===== src/mrs_pkg.sv =====
// mrs_pkg: shared types and codes for the modulation range shaper.
// No dependencies; imported by the top level.
package mrs_pkg;

  // polarity codes on the input word
  localparam logic [1:0] POL_NEG = 2'd0;
  localparam logic [1:0] POL_POS = 2'd1;
  localparam logic [1:0] POL_BIP = 2'd2;

  // how the base moves once polarity and source side are known
  typedef enum logic [1:0] {
    MOVE_UP,    // toward max, scaled by headroom above base
    MOVE_DOWN,  // toward min, scaled by distance below base
    MOVE_NEG    // distance above min scaled by gain
  } move_t;

endpackage


===== src/mrs_req_if.sv =====
// mrs_req_if: input channel of the modulation range shaper.
// Valid/ready handshake carrying one request word; no package dependency.
interface mrs_req_if #(
  parameter int VALUE_BITS    = 16,
  parameter int FRACTION_BITS = 16
);
  logic                     valid;
  logic                     ready;
  logic [VALUE_BITS-1:0]    base_value;
  logic [VALUE_BITS-1:0]    range_min;
  logic [VALUE_BITS-1:0]    range_max;
  logic [FRACTION_BITS:0]   source_level;
  logic [FRACTION_BITS:0]   depth;
  logic [1:0]               polarity;

  modport source (
    output valid, base_value, range_min, range_max, source_level, depth, polarity,
    input  ready
  );
  modport sink (
    input  valid, base_value, range_min, range_max, source_level, depth, polarity,
    output ready
  );
endinterface


===== src/mrs_rsp_if.sv =====
// mrs_rsp_if: output channel of the modulation range shaper.
// Valid/ready handshake carrying one result word; no package dependency.
interface mrs_rsp_if #(
  parameter int VALUE_BITS = 16
);
  logic                  valid;
  logic                  ready;
  logic [VALUE_BITS-1:0] shaped_value;

  modport source (
    output valid, shaped_value,
    input  ready
  );
  modport sink (
    input  valid, shaped_value,
    output ready
  );
endinterface


===== src/modulation_range_shaper.sv =====
// modulation_range_shaper: five-stage pipeline shaping a value by a modulation
// source and depth inside a legal range. Uses mrs_pkg, mrs_req_if, mrs_rsp_if.
//
// Usage:
//   req (sink): base_value, range_min, range_max, source_level, depth and
//   polarity; a word is taken when req.valid and req.ready are both high.
//   rsp (source): shaped_value, one word out for every word taken, in order.
//   Source and depth are unsigned Q1.F (1 << FRACTION_BITS is 1.0).
// Pipeline: five register stages; the first loads on the accepting edge
//   (stages: range/term prep, depth*term multiply, round and gain select,
//   gain*distance multiply, accumulate/clamp into the output register).
// Throughput: one word per cycle while rsp is not stalled; the two multipliers
//   are each fully pipelined, so nothing recirculates.
// Stall: the whole pipe advances on one enable, high whenever the output
//   register is empty or being drained. While rsp is stalled with a word
//   held, req.ready is low and every stage holds its word.
// Reset: rst (synchronous, active high) clears all stage valid bits and holds
//   req.ready low; the data registers need no reset, so the block is ready the
//   cycle after reset.
module modulation_range_shaper
  import mrs_pkg::*;
#(
  parameter int VALUE_BITS    = 16,
  parameter int FRACTION_BITS = 16
) (
  input  logic       clk,
  input  logic       rst,
  mrs_req_if.sink    req,
  mrs_rsp_if.source  rsp
);

  localparam int V  = VALUE_BITS;
  localparam int F  = FRACTION_BITS;
  localparam int PW = 2 * F + 2;   // depth * term product
  localparam int W  = V + F + 1;   // accumulator

  localparam logic [F:0]    ONE    = (F + 1)'(1) << F;
  localparam logic [F+1:0]  ONE_X  = (F + 2)'(1) << F;
  localparam logic [PW-1:0] HALF_P = PW'(1) << (F - 1);
  localparam logic [W-1:0]  HALF_W = W'(1) << (F - 1);

  // single pipeline enable: advance when output is free or draining
  logic adv;
  assign adv       = !rsp.valid || rsp.ready;
  assign req.ready = adv && !rst;

  logic [4:1] vld;

  // ---------------------------------------------------------------
  // Stage 1: order range, clamp base, saturate source/depth, pick term
  // ---------------------------------------------------------------
  logic [V-1:0]   lo_c, hi_c, b_c;
  logic [F:0]     s_c, d_c, t_c;
  logic [F+1:0]   s2_c;
  move_t          mv_c;

  always_comb begin
    if (req.range_max < req.range_min) begin
      lo_c = req.range_max;
      hi_c = req.range_min;
    end else begin
      lo_c = req.range_min;
      hi_c = req.range_max;
    end
    if (req.base_value < lo_c) b_c = lo_c;
    else if (req.base_value > hi_c) b_c = hi_c;
    else b_c = req.base_value;

    s_c  = (req.source_level > ONE) ? ONE : req.source_level;
    d_c  = (req.depth > ONE) ? ONE : req.depth;
    s2_c = {s_c, 1'b0};

    unique case (req.polarity)
      POL_POS: begin
        mv_c = MOVE_UP;
        t_c  = s_c;
      end
      POL_BIP: begin
        // map source to -1..1; magnitude is the term, sign picks side
        if (s2_c >= ONE_X) begin
          mv_c = MOVE_UP;
          t_c  = (F + 1)'(s2_c - ONE_X);
        end else begin
          mv_c = MOVE_DOWN;
          t_c  = (F + 1)'(ONE_X - s2_c);
        end
      end
      default: begin  // negative, and code three
        mv_c = MOVE_NEG;
        t_c  = s_c;
      end
    endcase
  end

  logic [V-1:0] lo1, hi1, b1;
  logic [F:0]   d1, t1;
  move_t        mv1;

  always_ff @(posedge clk) begin
    if (adv) begin
      lo1 <= lo_c;
      hi1 <= hi_c;
      b1  <= b_c;
      d1  <= d_c;
      t1  <= t_c;
      mv1 <= mv_c;
    end
  end

  // ---------------------------------------------------------------
  // Stage 2: depth * term, distance the gain applies to
  // ---------------------------------------------------------------
  logic [PW-1:0] prod2;
  logic [V-1:0]  lo2, hi2, b2, dist2;
  logic [F:0]    d2;
  move_t         mv2;

  always_ff @(posedge clk) begin
    if (adv) begin
      prod2 <= PW'(d1) * PW'(t1);
      dist2 <= (mv1 == MOVE_UP) ? (hi1 - b1) : (b1 - lo1);
      lo2   <= lo1;
      hi2   <= hi1;
      b2    <= b1;
      d2    <= d1;
      mv2   <= mv1;
    end
  end

  // ---------------------------------------------------------------
  // Stage 3: round product to Q1.F, form negative-polarity gain
  // ---------------------------------------------------------------
  logic [PW-1:0] prod_rnd;
  logic [F:0]    k_c, g_c;

  always_comb begin
    prod_rnd = prod2 + HALF_P;
    k_c      = prod_rnd[F+F:F];          // never exceeds ONE
    g_c      = (ONE - d2) + k_c;         // 1 - d + d*s, within 0..ONE
  end

  logic [F:0]   m3;
  logic [V-1:0] lo3, hi3, b3, dist3;
  move_t        mv3;

  always_ff @(posedge clk) begin
    if (adv) begin
      m3    <= (mv2 == MOVE_NEG) ? g_c : k_c;
      dist3 <= dist2;
      lo3   <= lo2;
      hi3   <= hi2;
      b3    <= b2;
      mv3   <= mv2;
    end
  end

  // ---------------------------------------------------------------
  // Stage 4: gain * distance
  // ---------------------------------------------------------------
  logic [W-1:0] p4;
  logic [V-1:0] lo4, hi4, b4;
  move_t        mv4;

  always_ff @(posedge clk) begin
    if (adv) begin
      p4  <= W'(m3) * W'(dist3);
      lo4 <= lo3;
      hi4 <= hi3;
      b4  <= b3;
      mv4 <= mv3;
    end
  end

  // ---------------------------------------------------------------
  // Stage 5: accumulate onto the anchor, round half up, clamp
  // ---------------------------------------------------------------
  logic [W-1:0] base_sh, acc_c;
  logic [V:0]   r_raw;
  logic [V-1:0] r_c;

  always_comb begin
    base_sh = W'((mv4 == MOVE_NEG) ? lo4 : b4) << F;
    case (mv4)
      MOVE_DOWN: acc_c = base_sh - p4 + HALF_W;
      default:   acc_c = base_sh + p4 + HALF_W;
    endcase
    r_raw = acc_c[W-1:F];
    if (r_raw < {1'b0, lo4}) r_c = lo4;
    else if (r_raw > {1'b0, hi4}) r_c = hi4;
    else r_c = r_raw[V-1:0];
  end

  always_ff @(posedge clk) begin
    if (adv) begin
      rsp.shaped_value <= r_c;
    end
  end

  // valid bits travel with the words
  always_ff @(posedge clk) begin
    if (rst) begin
      vld       <= '0;
      rsp.valid <= 1'b0;
    end else if (adv) begin
      vld       <= {vld[3:1], req.valid};
      rsp.valid <= vld[4];
    end
  end

  // ---------------------------------------------------------------
  // Checks
  // ---------------------------------------------------------------
  a_range_ordered: assert property (@(posedge clk) disable iff (rst)
    vld[1] |-> (lo1 <= hi1 && b1 >= lo1 && b1 <= hi1))
    else $error("stage 1 range or base out of order");

  a_gain_unit: assert property (@(posedge clk) disable iff (rst)
    vld[3] |-> (m3 <= ONE))
    else $error("stage 3 gain above one");

  a_result_in_range: assert property (@(posedge clk) disable iff (rst)
    vld[4] |-> (r_raw >= {1'b0, lo4} && r_raw <= {1'b0, hi4}))
    else $error("unclamped result left the range");

  a_reset_empty: assert property (@(posedge clk)
    rst |=> (!rsp.valid && vld == '0))
    else $error("pipeline not empty after reset");

endmodule


===== src/flat_wrapper.sv =====
// flat-port wrapper written by rule: the top's interface ports become plain ports
module modulation_range_shaper_flat import mrs_pkg::*;
#(
  parameter int VALUE_BITS    = 16,
  parameter int FRACTION_BITS = 16
)
  (clk, rst, req_valid, req_base_value, req_range_min, req_range_max, req_source_level, req_depth, req_polarity, req_ready, rsp_valid, rsp_shaped_value, rsp_ready);
  mrs_req_if #(.VALUE_BITS(VALUE_BITS), .FRACTION_BITS(FRACTION_BITS)) req_i ();
  mrs_rsp_if #(.VALUE_BITS(VALUE_BITS)) rsp_i ();
  input  logic clk;
  input  logic rst;
  input wire logic [$bits(req_i.valid)-1:0] req_valid;
  input wire logic [$bits(req_i.base_value)-1:0] req_base_value;
  input wire logic [$bits(req_i.range_min)-1:0] req_range_min;
  input wire logic [$bits(req_i.range_max)-1:0] req_range_max;
  input wire logic [$bits(req_i.source_level)-1:0] req_source_level;
  input wire logic [$bits(req_i.depth)-1:0] req_depth;
  input wire logic [$bits(req_i.polarity)-1:0] req_polarity;
  output wire logic [$bits(req_i.ready)-1:0] req_ready;
  output wire logic [$bits(rsp_i.valid)-1:0] rsp_valid;
  output wire logic [$bits(rsp_i.shaped_value)-1:0] rsp_shaped_value;
  input wire logic [$bits(rsp_i.ready)-1:0] rsp_ready;
  assign req_i.valid = req_valid;
  assign req_i.base_value = req_base_value;
  assign req_i.range_min = req_range_min;
  assign req_i.range_max = req_range_max;
  assign req_i.source_level = req_source_level;
  assign req_i.depth = req_depth;
  assign req_i.polarity = req_polarity;
  assign req_ready = req_i.ready;
  assign rsp_valid = rsp_i.valid;
  assign rsp_shaped_value = rsp_i.shaped_value;
  assign rsp_i.ready = rsp_ready;
  modulation_range_shaper #(.VALUE_BITS(VALUE_BITS), .FRACTION_BITS(FRACTION_BITS)) u_core (.clk(clk), .rst(rst), .req(req_i), .rsp(rsp_i));
endmodule

===== config.mk =====
export PLATFORM = sky130hd
export DESIGN_NAME = modulation_range_shaper_flat
export DESIGN_NICKNAME = d
export VERILOG_FILES = /design/src/mrs_pkg.sv /design/src/mrs_req_if.sv /design/src/mrs_rsp_if.sv /design/src/modulation_range_shaper.sv /design/src/flat_wrapper.sv
export SDC_FILE = /design/constraint.sdc
export NUM_CORES = 2
export LEC_CHECK = 0
export BUFFER_PORTS_ARGS = -buffer_cell sky130_fd_sc_hd__buf_4
export CORE_MARGIN = 5
export CORE_UTILIZATION = 65
export CTS_CLUSTER_DIAMETER = 40
export DETAILED_ROUTE_END_ITERATION = 7
export HOLD_SLACK_MARGIN = 0.12
export PLACE_DENSITY = 0.83
export SYNTH_ARGS = -nofsm -noshare
export SYNTH_HDL_FRONTEND = slang
export SYNTH_SLANG_ARGS = --single-unit

===== constraint.sdc =====
create_clock -name clk -period 16 [get_ports clk]
set_clock_uncertainty 0.2 [all_clocks]
set_input_delay 3.2 -clock clk [delete_from_list [all_inputs] [get_ports clk]]
set_output_delay 3.2 -clock clk [all_outputs]
set_load 0.05 [all_outputs]

==> impl_results.md <==
- Status: completed
- Area Growth Syn to Fin: 8.152%
- H-tree depth: 2
- Post-CTS Resized: 0
- Yosys top cell by area: edfxtp_1
- Syn Inst Count: ~3.6k
- Top cell type's share of synthesized area: 0.2954
- Routed WL: approximately 85000 um
- Critical path arrival: 8.08 ns
- Asr flop ratio synth: 0
- Worst-Skew Late Latency: roughly 0.6 ns
- Slew @ Worst Pin: ~1.3 ns
- Top_reg_cell synth: edfxtp_1
- Clock tree buffer depth: 3
- Cts hold-fix bufs: 0
- Clock root buffer: clkbuf_16
- Post-synth EDFFs: between 300 and 400
- Initial antenna violation count: 3
- Max Slew Vio Count: 0
- Relative slew slack: 0.1612
- Placed wire-length estimate: 63940 um
- Crit end category: flip-flop
- Design area: 40360 um2
- Crit share post-route: 0.4971
- YS warnings: 0
- Drt wl/cell: approximately 19 um
- Die area: 62300 um2
- Share of cells above drive strength 1: 0.06412
- Setup TNS: 0 ns
- Max-cap violations: 0
- Post-Synthesis Cell Area: 37310 um2
- Maximum clock rate: 125.7 MHz
- CTS tree: built
- Number of global-route vias before repair: 27.30k
- Clock Sink Count: 372
- Avg Inst Size Synth: 10.31 um2
- First-pass GRT wire length: 139400 um
- Area after DPL: about 39000 um2
- Core area: 56600 um2
- RSZ-0062 raised after global routing: false
- Synth top cells by count: 672 x inv_1, 434 x fa_1, 418 x nand2_1, 382 x ha_1, 367 x edfxtp_1
- RD Place Congestion: 0.9237
- Netlist cell types: 78
- IO buf count: 105
- Dpl cells: 4384
- Num CTS Buffers: 47
- Final non-filler cell total: 4469
- CP Launch Type: input pin
- Post-route ant nets: 0
- Hold WC Path Type: reg2reg
- Clk pin slew, worst setup/hold paths: 0.06 ns
- Worst setup path class: in2reg
- Ports: 106
- Initial Util: 0.6592
- GR Util All Layers: 0.2753
- Post-layout min period: 7.953 ns
- Final setup fails: 0
- CP required: 16.13 ns
- Vias per cell: 5.830
- # rows: 87
- Most frequent cell after synthesis: inv_1
- Die width: 249.6 um
- Synth Register Bits: 372
- Top post-synthesis cells by area: edfxtp_1 30%, fa_1 23%, ha_1 13%, inv_1 6.8%, and2_1 4.2%
- Initial DRC Count: 2019
- Nets: 4581
- Pin count of the biggest net entering global routing: 202
- First drt pass iteration count: 6
- DRC: 0
- Post-Syn Nets: 4523
- Vias: 26.06k
- Seq/Total Area, Yosys: 0.2980
- Setup Buffers After CTS: 0
- CP max FO: 32
- Gr ovfl total: 0
- Final Hold Viols: 0
- Die height: about 250 um
## metal layers
metal  global-route usage  share of wire  wire length, um  vias to the layer above
met5                    0        0.00032               27                        -
met4              0.09784          0.038             3207                        4
met3              0.04831          0.079             6741                      270
met2               0.4498           0.47            40330                     1177
met1               0.3765           0.41            34910                    12687
li1                     -              -                -                    11918
## metrics by stage
stage          hold WS (ns)  worst slack (ns)    util
2_1_floorplan        0.2003             4.572       -
3_3_place_gp         0.2005             7.499  0.6843
3_5_place_dp         0.2045             7.510  0.6843
4_1_cts              0.1979             8.122  0.7129
5_1_grt              0.2132             7.616  0.7129
6_report             0.1962             8.047  0.7129
## state kept, by name, indices dropped and copies added (netlist names), 17 cells and up
name	flops
u_core.d2	17
u_core.m3	17
u_core.p4	33
u_core.prod2	18
u_core.d1	17
u_core.t1	17
## worst max-delay path: stages
cell and delay, ns:
buf_4 0.13, ha_1 0.33, a21o_1 0.19, a211oi_1 0.23, o211ai_1 0.20, a21oi_4 0.96, mux2i_1 0.44, ha_1 0.31
a21o_1 0.16, a21oi_1 0.14, nor2b_1 0.06, o21ai_0 0.14, nand2b_1 0.07, a21oi_1 0.17, o21ai_0 0.15, a2111oi_0 0.43
a21oi_2 0.21, buf_4 0.26, mux2_2 0.29
## final timing paths
| path | from | to | slack [ns] | cells after the start |
|---|---|---|---|---|
| max | req_range_max[5] | u_core.b1[0] | 8.05 | 19 |
| min | u_core.hi3[4] | u_core.hi4[4] | 0.20 | 0 |
| max reg2reg | u_core.mv4[0] | u_core.rsp.shaped_value[0] | 8.25 | 22 |
| min reg2reg | u_core.hi3[4] | u_core.hi4[4] | 0.20 | 0 |
## cells in the final DEF (no fill, tap or decap), drive strengths merged, types with 8 or more instances in the layout
cell type,Yosys,final
xor2,44,44
fa,434,434
buf,12,113
nand4,20,20
mux2,26,26
edfxtp,367,367
nor4,11,11
ha,382,382
a211oi,22,22
mux2i,84,84
xnor2,76,76
and3,12,12
and2,252,252
o21ai,97,97
o31ai,9,9
a31oi,16,16
or2,8,8
or3,17,17
clkbuf,92,53
nand2b,23,23
nor2,120,120
nand2,419,419
clkinv,0,16
a21oi,113,113
o211ai,10,10
nor2b,48,48
inv,672,683
nor3,44,44
nand3,37,37
o21a,20,20
o21bai,13,13
a21o,42,42
## area by class of cell
type / instances / area [um2]
repair buffers: 113 / 860.8
clock inverters: 31 / 421.7
multi-input cells: 2471 / 23270
clock buffers: 53 / 1199
flip-flops and latches: 372 / 11120
fillers: 3941 / 16250
inverters: 672 / 2530
well taps: 756 / 945.9
diodes: 1 / 2.502
## logic make-up (layout without fill, tap and decap cells)
family	Yosys count	after routing	share of synthesized area
flops	372	372	0.2980
mux	110	110	0.03038
other cells	0	1	0
simple gates	1027	1027	0.1346
xor+xnor	120	120	0.02817
compound gates	398	398	0.06911
fa+ha+maj	816	816	0.3609
buf+inv	776	869	0.07873
Power is not shown: default switching activity piles up to over one toggle a cycle in this logic, so the estimate is an artifact.
